===== config.mk =====
export PLATFORM = sky130hd
export DESIGN_NAME = rsn_key_cmp
export DESIGN_NICKNAME = d
export VERILOG_FILES = /design/src/sv/rsn_pkg.sv /design/src/sv/rsn_key_cmp.sv
export SDC_FILE = /design/constraint.sdc
export NUM_CORES = 1
export LEC_CHECK = 0
export ABC_AREA = 1
export ABC_CLOCK_PERIOD_IN_PS = 7700
export BUFFER_PORTS_ARGS = -buffer_cell sky130_fd_sc_hd__buf_2
export CAP_MARGIN = 5
export CORE_AREA = 2 2 134 136
export DETAILED_ROUTE_END_ITERATION = 10
export DIE_AREA = 0 0 136 138
export PLACE_DENSITY_LB_ADDON = 0.08
export SLEW_MARGIN = 20
export SYNTH_ARGS = -nofsm -noshare
export SYNTH_HDL_FRONTEND = slang
export SYNTH_SLANG_ARGS = --single-unit

===== constraint.sdc =====
create_clock -name vclk -period 7.7
set_input_delay 1.54 -clock vclk [all_inputs]
set_output_delay 1.54 -clock vclk [all_outputs]
set_load 0.01 [all_outputs]

===== src/sv/rsn_pkg.sv =====
// ----------------------------------------------------------------------------
// rsn_pkg
// Shared types, constants and helpers of the record sorter.
// ----------------------------------------------------------------------------
package rsn_pkg;

  localparam int unsigned MaxRecordsDef = 64;
  localparam int unsigned NameBytesDef  = 16;
  localparam int unsigned NameBytesMax  = 16;

  localparam int unsigned NameWordW = 64;
  localparam int unsigned NameW     = 2 * NameWordW;
  localparam int unsigned IdW       = 27;
  localparam int unsigned AgeW      = 10;
  localparam int unsigned ZlenW     = $clog2(NameBytesMax + 1);

  typedef logic [ZlenW-1:0] zlen_t;

  typedef struct packed {
    logic [NameWordW-1:0] name_high;
    logic [NameWordW-1:0] name_low;
    logic [IdW-1:0]       id_number;
    logic [AgeW-1:0]      age;
    logic                 active;
    zlen_t                zlen;
  } rec_t;

  // Number of leading name bytes that take part in a comparison.
  function automatic zlen_t name_len(logic [NameW-1:0] name, int unsigned nbytes);
    zlen_t z;
    logic  found;
    z     = zlen_t'(NameBytesMax);
    found = 1'b0;
    for (int unsigned k = 0; k < NameBytesMax; k++) begin
      if (!found && ((k >= nbytes) || (name[NameW-1-8*k -: 8] == 8'h00))) begin
        z     = zlen_t'(k);
        found = 1'b1;
      end
    end
    return z;
  endfunction

endpackage


===== src/sv/rsn_key_cmp.sv =====
// ----------------------------------------------------------------------------
// rsn_key_cmp
// Composite key compare: name bytewise up to its end, then id number.
// ----------------------------------------------------------------------------
module rsn_key_cmp (
  input  rsn_pkg::rec_t a_i,
  input  rsn_pkg::rec_t b_i,
  output logic          a_gt_b_o
);
  import rsn_pkg::*;

  logic [NameW-1:0] name_a;
  logic [NameW-1:0] name_b;
  logic [NameW-1:0] mname_a;
  logic [NameW-1:0] mname_b;

  assign name_a = {a_i.name_high, a_i.name_low};
  assign name_b = {b_i.name_high, b_i.name_low};

  // Clear bytes past the end of each name.
  always_comb begin
    for (int unsigned k = 0; k < NameBytesMax; k++) begin
      mname_a[NameW-1-8*k -: 8] = (zlen_t'(k) < a_i.zlen) ? name_a[NameW-1-8*k -: 8] : 8'h00;
      mname_b[NameW-1-8*k -: 8] = (zlen_t'(k) < b_i.zlen) ? name_b[NameW-1-8*k -: 8] : 8'h00;
    end
  end

  assign a_gt_b_o = {mname_a, a_i.id_number} > {mname_b, b_i.id_number};

endmodule


Yosys cells after proc, flatten, opt, wreduce, memory -nomap -nowiden. Index checks and enable logic that the tools add are counted.

Word-level logic and storage cells: 65. Output and inout port bits: 1. Register bits: 0.

Muxes and demuxes: 32. $lt $le $gt $ge: 33.

Operators with widths (count): $mux 8 (32); $gt 155x155->1 (1); $lt 4x5->1 const A (16); $lt 3x5->1 const A (8); $lt 1x5->1 const A (4); $lt 2x5->1 const A (4).

Longest topological paths before layout. Gate-level depths: netlist (run 1).

Depth in word-level cells: 3. Gate-level depth with buffers: 21. Depth with buffers taken out: 20.

Worst setup path before layout (run 1). No wires, ideal clock.

Path kind: input port to output port. From: input port a_i[4] (netlist bit). To: output port a_gt_b_o. Buffers on the path: 1. Data arrival time: 3.627 ns. Path slack: 2.533 ns. Stages: 17. Required time: 6.160 ns. Cells stage by stage: buf_2 > inv_2 > nand3_1 > o31ai_2 > nor2_1 > ha_1 > nand2_1 > nor2_2 > nand4_2 > nor2_1 > and2_0 > nand2_1 > nor2_1 > nand2_1 > nand3_1 > nand2_1 > inv_1.

Longest elaborated chain between the ends: 3.

Ends and longest elaborated chain: start, declared (RTL line rsn_key_cmp.sv:6) `input rsn_pkg::rec_t a_i,`; $lt 4x5->1, or another cell as far along (RTL line rsn_key_cmp.sv:23) `mname_a[NameW-1-8*k -: 8] = (zlen_t'(k) < a_i.zlen) ? name_a[NameW-1-8*k -: 8] : 8'h00;`; $mux 8 (RTL line rsn_key_cmp.sv:23); $gt 155x155->1 * (RTL line rsn_key_cmp.sv:28) `assign a_gt_b_o = {mname_a, a_i.id_number} > {mname_b, b_i.id_number};`; end, declared (RTL line rsn_key_cmp.sv:8) `output logic a_gt_b_o`.

Every way passes the cells marked *; elsewhere a longest branch is shown, timed or not.

Worst setup path after layout (run 1). Same ends and word-level chain as after synthesis.

==> results by group, run 1 <==
Power and ir drop
  – Pwr per Cell Area: 53.9 mW/mm^2
  – Clock share of power: 0%
  – Pint: 184 uW
  – Net Sw Power: 225 uW
  – Reg power frac: 0%
  – Tot Pwr: 409 uW
  – Max VDD drop: 0.0000212 V
  – Logic pwr share: 100.0%
  – Sw Ratio: 55.1%
  – Pleak: 5.13 nW

Global route
  – Vias in the first global route: 6719
  – GR Util All Layers: 19.3%
  – Global-route wire length before repair: 30200 um
  – Initial antenna violation count: 7
  – Largest net degree at the start of global routing: 12
  – Grt total ovfl: 0

Timing
  – # setup viols final: 0
  – Fmax: 164 MHz
  – Final setup margin: 1.61 ns
  – Final Critical Period: 6.09 ns
  – Setup tns final: 0 ns
  – Worst Tran Pin Value: 0.796 ns
  – RSZ-0062 raised after global routing: no
  – Final slew viol count: 0
  – Final hold vios: 0
  – Relative slew slack: 46.6%
  – Crit share post-route: 79.1%

Setup path
  – Cell family with most CP delay: simple AND/OR/NAND/NOR gates
  – CP max stage cell: nor2_2
  – Setup CP Type: input pin to primary output
  – Capturing element type of the critical path: primary output
  – Worst Path Required: 6.16 ns
  – Worst path depth: 21
  – Worst path most repeated cell: nand2_1
  – Critical path buffers and inverters: 6
  – CP Max Fanout: 11
  – Setup crit start kind: input pin
  – Critical path cell sequence: buf_2 -> nor2_2 -> inv_1 -> nor2_2 -> o21ai_2 -> nand2_1 -> inv_1 -> ha_1 -> nand2_1 -> inv_2 -> nand3_2 -> nor2_1 -> nand3_1 -> nor2_2 -> nand2_1 -> nor2_1 -> nand2_1 -> nand3_1 -> nand2_1 -> inv_1 -> buf_2
  – Critical Path AT: 4.55 ns
  – Worst path max stage delay: 0.42 ns

Floorplan
  – Ports: 343
  – Die area: 0.0188 sq mm
  – DIE HEIGHT: 138 um
  – Initial Utilization: 32.6%
  – Die Wd: 136 um
  – Total core area: 0.0175 sq mm
  – Site Rows: 49

Finish
  – Clock buffer count: 0
  – Fillers: 2072
  – FFs & Latches: 0
  – Fin cells: 1579
  – Most frequent cells in the layout: 329 x nand2_1, 321 x buf_2, 211 x inv_1
  – Layout cells sized above 1: 26.9%
  – Commonest non-fill, non-tap cell in the layout: nand2_1
  – Seq. cell area: 0 sq um
  – Layout net count: 1845
  – Layout overhead on the synthesized area: 33.0%

Clock network
  – Hold buffer count at CTS: 0
  – Post-CTS Setup Bufs: 0
  – Post_cts resized: 0

Synth
  – Yosys top cell area share: 34.0%
  – Dominant cells by area after synthesis: ha_1 34%, nand2_1 22%, inv_1 14%
  – Syn nets: 1526
  – Synth warn: 0
  – Syn Area/Cell: 5.55 sq um
  – Cell variety after synth: 35
  – Synth area leader: ha_1
  – Mapped cell area: 0.00571 sq mm
  – Register area share after synthesis: 0%
  – Mapped Cells: 1029

Routing
  – DRC viols: 0
  – DRT Wirelength: 19000 um
  – DR iter-0 viols: 116
  – Drt via density: 4.36
  – Avg WL per Cell: 12.1 um
  – Routed vias: 6890
  – First-pass DRT Iterations: 4
  – Antenna Violating Nets Remaining: 0

Placement
  – Dpl hpwl: 17400 um
  – Placed insts: 1575
  – Post-place setup slack: 1.57 ns
  – Port buffer count: 321
  – GP Congestion: 0.820

Status
  – Outcome: finished clean

Flow run
  – Max-cap violations: 0

Hold path
  – Hold Crit Class: input pin to primary output
  – Hold Path Stages: 11
area by class of cell:
| type | count | area, sq um | area share (%) |
|---|---|---|---|
| inverter | 219 | 822 | 10.8 |
| antenna | 4 | 10.0 | 0.132 |
| tap | 229 | 287 | 3.77 |
| timing repair buffer | 321 | 1610 | 21.2 |
| multi-input combinational | 806 | 4870 | 64.1 |
stage by stage:
| step | cell area (sq um) | util (%) | hold slack (ns) |
|---|---|---|---|
| after floorplan | 5710 | - | 3.60 |
| after global placement | 7580 | 43.2 | 3.89 |
| after detailed placement | 7580 | 43.2 | 3.89 |
| after CTS | 7580 | 43.2 | 3.89 |
| after global routing | 7590 | 43.3 | 3.99 |
| final | 7590 | 43.3 | 3.88 |
synthesized netlist by cell type, drive strengths merged:
cell	instances
nand3b	1
a21oi	66
nor3b	1
a31oi	2
nand2b	1
o21a	8
o21ai	22
o21bai	1
clkbuf	1
o22ai	1
and2	1
nand3	22
nand2	331
o31ai	2
o311ai	1
buf	3
inv	219
nor3	11
a21o	6
ha	155
nor4	3
nor2	157
nand4	14
routing by layer:
layer,routed length (um),GRT usage (%),up-vias
met4,263,2.47,4
met1,8460,24.1,2836
met5,22,0,-
met3,1240,2.46,16
li1,-,-,3855
met2,9060,35.9,179
power by group through the flow:
stage	registers, mW	clock network, mW	logic [mW]
floorplan	0	0	0.264
global placement	0	0	0.411
detailed placement	0	0	0.413
CTS	0	0	0.416
global route	0	0.0000000522	0.483
finish	0	0.0000000695	0.409
worst min-delay path, delay by kind of cell:
family | cells | cell delay [ns]
and+or+nand+nor | 6 | 0.38
adders and majority gates | 1 | 0.13
buffers and inverters | 3 | 0.25
AOI/OAI and AO/OA | 1 | 0.04
worst paths after layout:
kind                     from       end  slack (ns)
worst max-delay path   a_i[4]  a_gt_b_o        1.61
worst min-delay path  a_i[42]  a_gt_b_o        3.88
logic make-up after synthesis:
kind of cell,after synthesis,synth area share [%]
compound gates,109,12.0
fa+ha+maj,155,34.0
buf+inv,223,14.7
simple gates,542,39.3
Power figures use the tool's default switching activity.
==> inputs of run 2 (changes only) <==
ABC_CLOCK_PERIOD_IN_PS = 6390   (was 7700)
clock period = 6.39 ns   (was 7.7 ns; I/O delays follow)
==> run 2 against run 1 <==
  * Final area increased by 0.13%
  * Sequential share of layout area unchanged
  * Largest cell class unchanged
  * Combinational power increased by 21%
  * Flip-flop and latch count unchanged
  * Routed wire length decreased by 0.66%
  * Setup slack got worse by 0.70 ns
  * Worst hold slack got worse by 0.52 ns
  * Non-clock buffer count increased by 1
  * Critical endpoint unchanged
  * Core utilization increased by 0.057 points
  * First-iteration DRC count increased by 22%
==> results by group, run 2 (same netlist as run 1, synthesis figures left out) <==
Status
  – Outcome: finished clean

Global route
  – Initial antenna violation count: 8
  – Largest net degree at the start of global routing: 12
  – Global-route wire length before repair: 30200 um
  – GR Util All Layers: 19.3%
  – Grt total ovfl: 0
  – Vias in the first global route: 6711

Routing
  – Routed vias: 6955
  – First-pass DRT Iterations: 6
  – DRC viols: 0
  – DR iter-0 viols: 141
  – Drt via density: 4.40
  – DRT Wirelength: 18900 um
  – Avg WL per Cell: 12.0 um
  – Antenna Violating Nets Remaining: 0

Timing
  – Relative slew slack: 49.8%
  – Setup tns final: 0 ns
  – Crit share post-route: 85.8%
  – Final hold vios: 0
  – Final Critical Period: 5.48 ns
  – RSZ-0062 raised after global routing: no
  – Final setup margin: 0.909 ns
  – Worst Tran Pin Value: 0.749 ns
  – Final slew viol count: 0
  – Fmax: 182 MHz
  – # setup viols final: 0

Floorplan
  – Die Wd: 136 um
  – DIE HEIGHT: 138 um
  – Initial Utilization: 32.6%
  – Die area: 0.0188 sq mm
  – Total core area: 0.0175 sq mm
  – Ports: 343
  – Site Rows: 49

Setup path
  – Capturing element type of the critical path: primary output
  – CP Max Fanout: 11
  – Critical Path AT: 4.20 ns
  – Worst Path Required: 5.11 ns
  – Setup crit start kind: input pin
  – Setup CP Type: input pin to primary output

Power and ir drop
  – Tot Pwr: 493 uW
  – Pwr per Cell Area: 64.9 mW/mm^2
  – Pleak: 5.13 nW
  – Max VDD drop: 0.0000228 V

Finish
  – Commonest non-fill, non-tap cell in the layout: nand2_1
  – Layout net count: 1846
  – FFs & Latches: 0
  – Clock buffer count: 0
  – Layout cells sized above 1: 26.9%
  – Seq. cell area: 0 sq um
  – Layout overhead on the synthesized area: 33.2%
  – Fillers: 2041
  – Most frequent cells in the layout: 329 x nand2_1, 321 x buf_2, 211 x inv_1

Clock network
  – Post_cts resized: 0
  – Post-CTS Setup Bufs: 0
  – Hold buffer count at CTS: 0

Hold path
  – Hold Path Stages: 11
  – Hold Crit Class: input pin to primary output

Flow run
  – Max-cap violations: 0

Placement
  – GP Congestion: 0.826
  – Post-place setup slack: 0.857 ns
  – Port buffer count: 321
  – Dpl hpwl: 17200 um
==> run 2: cell types whose count changed in the layout (fill, tap and decap cells not counted) <==
cell,delta
buf_4,+1
diode_2,+1
==> run 2: final timing paths <==
check                from        to  slack, ns
hold / removal    a_i[42]  a_gt_b_o       3.36
setup / recovery   b_i[4]  a_gt_b_o       0.91
==> run 2: area by class of cell <==
class                           instances  area, sq um  area share, %
Tap cell                              229          287           3.77
Antenna cell                            5         12.5          0.165
Timing Repair Buffer                  322         1610           21.2
Inverter                              219          822           10.8
Multi-Input combinational cell        806         4870           64.0
==> run 2: per-layer routing <==
| layer | global-route usage (%) | wire, um | share of wire, % |
|---|---|---|---|
| met5 | 0 | 30 | 0.16 |
| met1 | 24.4 | 8570 | 45 |
| met3 | 2.82 | 1200 | 6.3 |
| met4 | 2.08 | 201 | 1.1 |
| met2 | 35.4 | 8930 | 47 |
==> run 2: worst max-delay path: stages <==
cell and delay, ns:
buf_2 0.24, nor2_1 0.12, inv_1 0.30, nor2_1 0.12, inv_2 0.20, nor2_1 0.10, inv_1 0.21, nand2_1 0.09
ha_1 0.30, nand2_1 0.08, nor2_2 0.21, nand3_1 0.15, nor2_1 0.14, nand4_1 0.13, nor3b_2 0.17, nand2_1 0.06
nand3_1 0.06, nand2_1 0.05, inv_1 0.04, buf_2 0.13
==> run 2: power by group <==
| group | internal [mW] | switching [mW] | leakage [nW] |
|---|---|---|---|
| Combinational | 0.222 | 0.272 | 5.13 |
| Clock | 0.000000105 | 0 | 0.0000317 |
| Sequential | 0 | 0 | 0 |
==> run 2: through the flow <==
| step | cell area (sq um) | hold slack, ns | util [%] | std cells |
|---|---|---|---|---|
| floorplan | 5710 | 3.08 | - | 1029 |
| global placement | 7590 | 3.36 | 43.3 | 1576 |
| detailed placement | 7590 | 3.36 | 43.3 | 1576 |
| CTS | 7590 | 3.37 | 43.3 | 1576 |
| global route | 7600 | 3.47 | 43.3 | 1580 |
| finish | 7600 | 3.36 | 43.4 | 1581 |
==> inputs of run 3 (changes only) <==
CORE_AREA = not set   (was 2 2 134 136)
CORE_MARGIN = 2   (was not set)
CORE_UTILIZATION = 25   (was not set)
DIE_AREA = not set   (was 0 0 136 138)
==> run 3 against run 2 <==
  * Combinational power grew 1%
  * Die area grew 28%
  * Cell count grew 3.5%
  * Sequential share of layout area is the same
  * Global-route usage shrank 3.0 points
  * Routed wire length grew 9.0%
  * Critical path type unchanged
  * Largest cell class unchanged
==> results by group, run 3 (same netlist as run 1, synthesis figures left out) <==
Routing
  – Routed vias: 6989
  – DRT Wirelength: 20600 um
  – Drt via density: 4.27
  – First-pass DRT Iterations: 5
  – Antenna Violating Nets Remaining: 0
  – DR iter-0 viols: 221
  – DRC viols: 0
  – Avg WL per Cell: 12.6 um

Placement
  – Dpl hpwl: 19200 um
  – GP Congestion: 0.808
  – Port buffer count: 321
  – Post-place setup slack: 0.943 ns

Setup path
  – Setup crit start kind: input pin
  – Capturing element type of the critical path: primary output
  – Setup CP Type: input pin to primary output
  – Worst path max stage delay: 0.42 ns
  – Critical Path AT: 4.13 ns
  – CP Max Fanout: 11
  – Worst path most repeated cell: nand2_1
  – Critical path cell sequence: buf_2 -> nor2_2 -> buf_4 -> inv_1 -> nor2_2 -> o21ai_2 -> nand2_1 -> inv_1 -> ha_1 -> nand2_1 -> inv_2 -> nand3_2 -> nor2_1 -> nand3_1 -> nor2_2 -> nand2_1 -> nor2_1 -> nand2_1 -> nand3_1 -> nand2_1 -> inv_1 -> buf_2
  – CP max stage cell: nor2_2
  – Worst Path Required: 5.11 ns

Global route
  – Largest net degree at the start of global routing: 12
  – GR Util All Layers: 16.3%
  – Global-route wire length before repair: 32300 um
  – Met3 Track Usage GR: 1.95%
  – Initial antenna violation count: 3
  – Grt total ovfl: 0
  – Vias in the first global route: 6622
  – GRT busiest layer: met2
  – Met1 global-route usage: 21.5%
  – GR Layer Usage met2: 30.1%

Timing
  – # setup viols final: 0
  – Relative slew slack: 55.0%
  – Final setup margin: 0.984 ns
  – Final hold vios: 0
  – Final Critical Period: 5.41 ns
  – Crit share post-route: 84.6%
  – Worst Tran Pin Value: 0.671 ns
  – Setup tns final: 0 ns
  – RSZ-0062 raised after global routing: no
  – Final slew viol count: 0
  – Fmax: 185 MHz

Floorplan
  – Total core area: 0.0225 sq mm
  – Ports: 343
  – DIE HEIGHT: 155 um
  – Site Rows: 55
  – Die area: 0.0241 sq mm
  – Initial Utilization: 25.4%
  – Die Wd: 155 um

Finish
  – Clock buffer count: 0
  – Seq. cell area: 0 sq um
  – Layout cells sized above 1: 27.1%
  – Final core occ: 34.1%
  – Most frequent cells in the layout: 329 x nand2_1, 321 x buf_2, 211 x inv_1
  – FFs & Latches: 0
  – Layout net count: 1848
  – Layout overhead on the synthesized area: 34.6%
  – Commonest non-fill, non-tap cell in the layout: nand2_1

Hold path
  – Hold Path Stages: 11
  – Hold Crit Class: input pin to primary output

Clock network
  – Hold buffer count at CTS: 0
  – Post-CTS Setup Bufs: 0
  – Post_cts resized: 0

Power and ir drop
  – Pwr per Cell Area: 65.0 mW/mm^2
  – Max VDD drop: 0.0000211 V
  – Reg power frac: 0%
  – Logic pwr share: 100.0%
  – Pint: 223 uW
  – Sw Ratio: 55.3%
  – Net Sw Power: 276 uW
  – Clock share of power: 0%
  – Pleak: 5.14 nW

Status
  – Outcome: finished clean

Flow run
  – Max-cap violations: 0
run 3: through the flow:
stage / instances / cell area, sq um / hold slack [ns] / total power, mW
after global routing: 1635 / 7680 / 3.47 / 0.592
after global placement: 1634 / 7680 / 3.38 / 0.508
after detailed placement: 1634 / 7680 / 3.38 / 0.508
final: 1637 / 7680 / 3.36 / 0.500
after CTS: 1634 / 7680 / 3.38 / 0.512
after floorplan: 1029 / 5710 / 3.08 / 0.318
run 3: final cells by class:
class / instances / area [sq um]
antenna: 3 / 7.51
fill: 2631 / 14800
inverter: 219 / 822
multi-input combinational: 806 / 4870
tap: 285 / 357
timing repair buffer: 324 / 1630
run 3: critical path, delay by kind of cell:
kind | cells | cell delay (ns)
AO/OA/AOI/OAI | 1 | 0.25
adder cells (fa/ha/maj) | 1 | 0.28
buffers and inverters | 7 | 0.78
AND/OR/NAND/NOR | 13 | 1.53
run 3: worst paths after layout:
check               start        to  slack, ns
setup / recovery   a_i[4]  a_gt_b_o       0.98
hold / removal    a_i[42]  a_gt_b_o       3.36
run 3: per-layer routing:
layer,vias to the layer above,share of wire (%)
met5,-,0
met4,0,0.34
met3,4,5.2
met2,185,48
met1,2935,47
li1,3865,-
run 3: power groups by stage:
stage / Combinational, mW / Clock [mW] / Sequential (mW)
finish: 0.500 / 0.0000000629 / 0
global route: 0.592 / 0.0000000209 / 0
CTS: 0.512 / 0 / 0
detailed placement: 0.508 / 0 / 0
global placement: 0.508 / 0 / 0
floorplan: 0.318 / 0 / 0
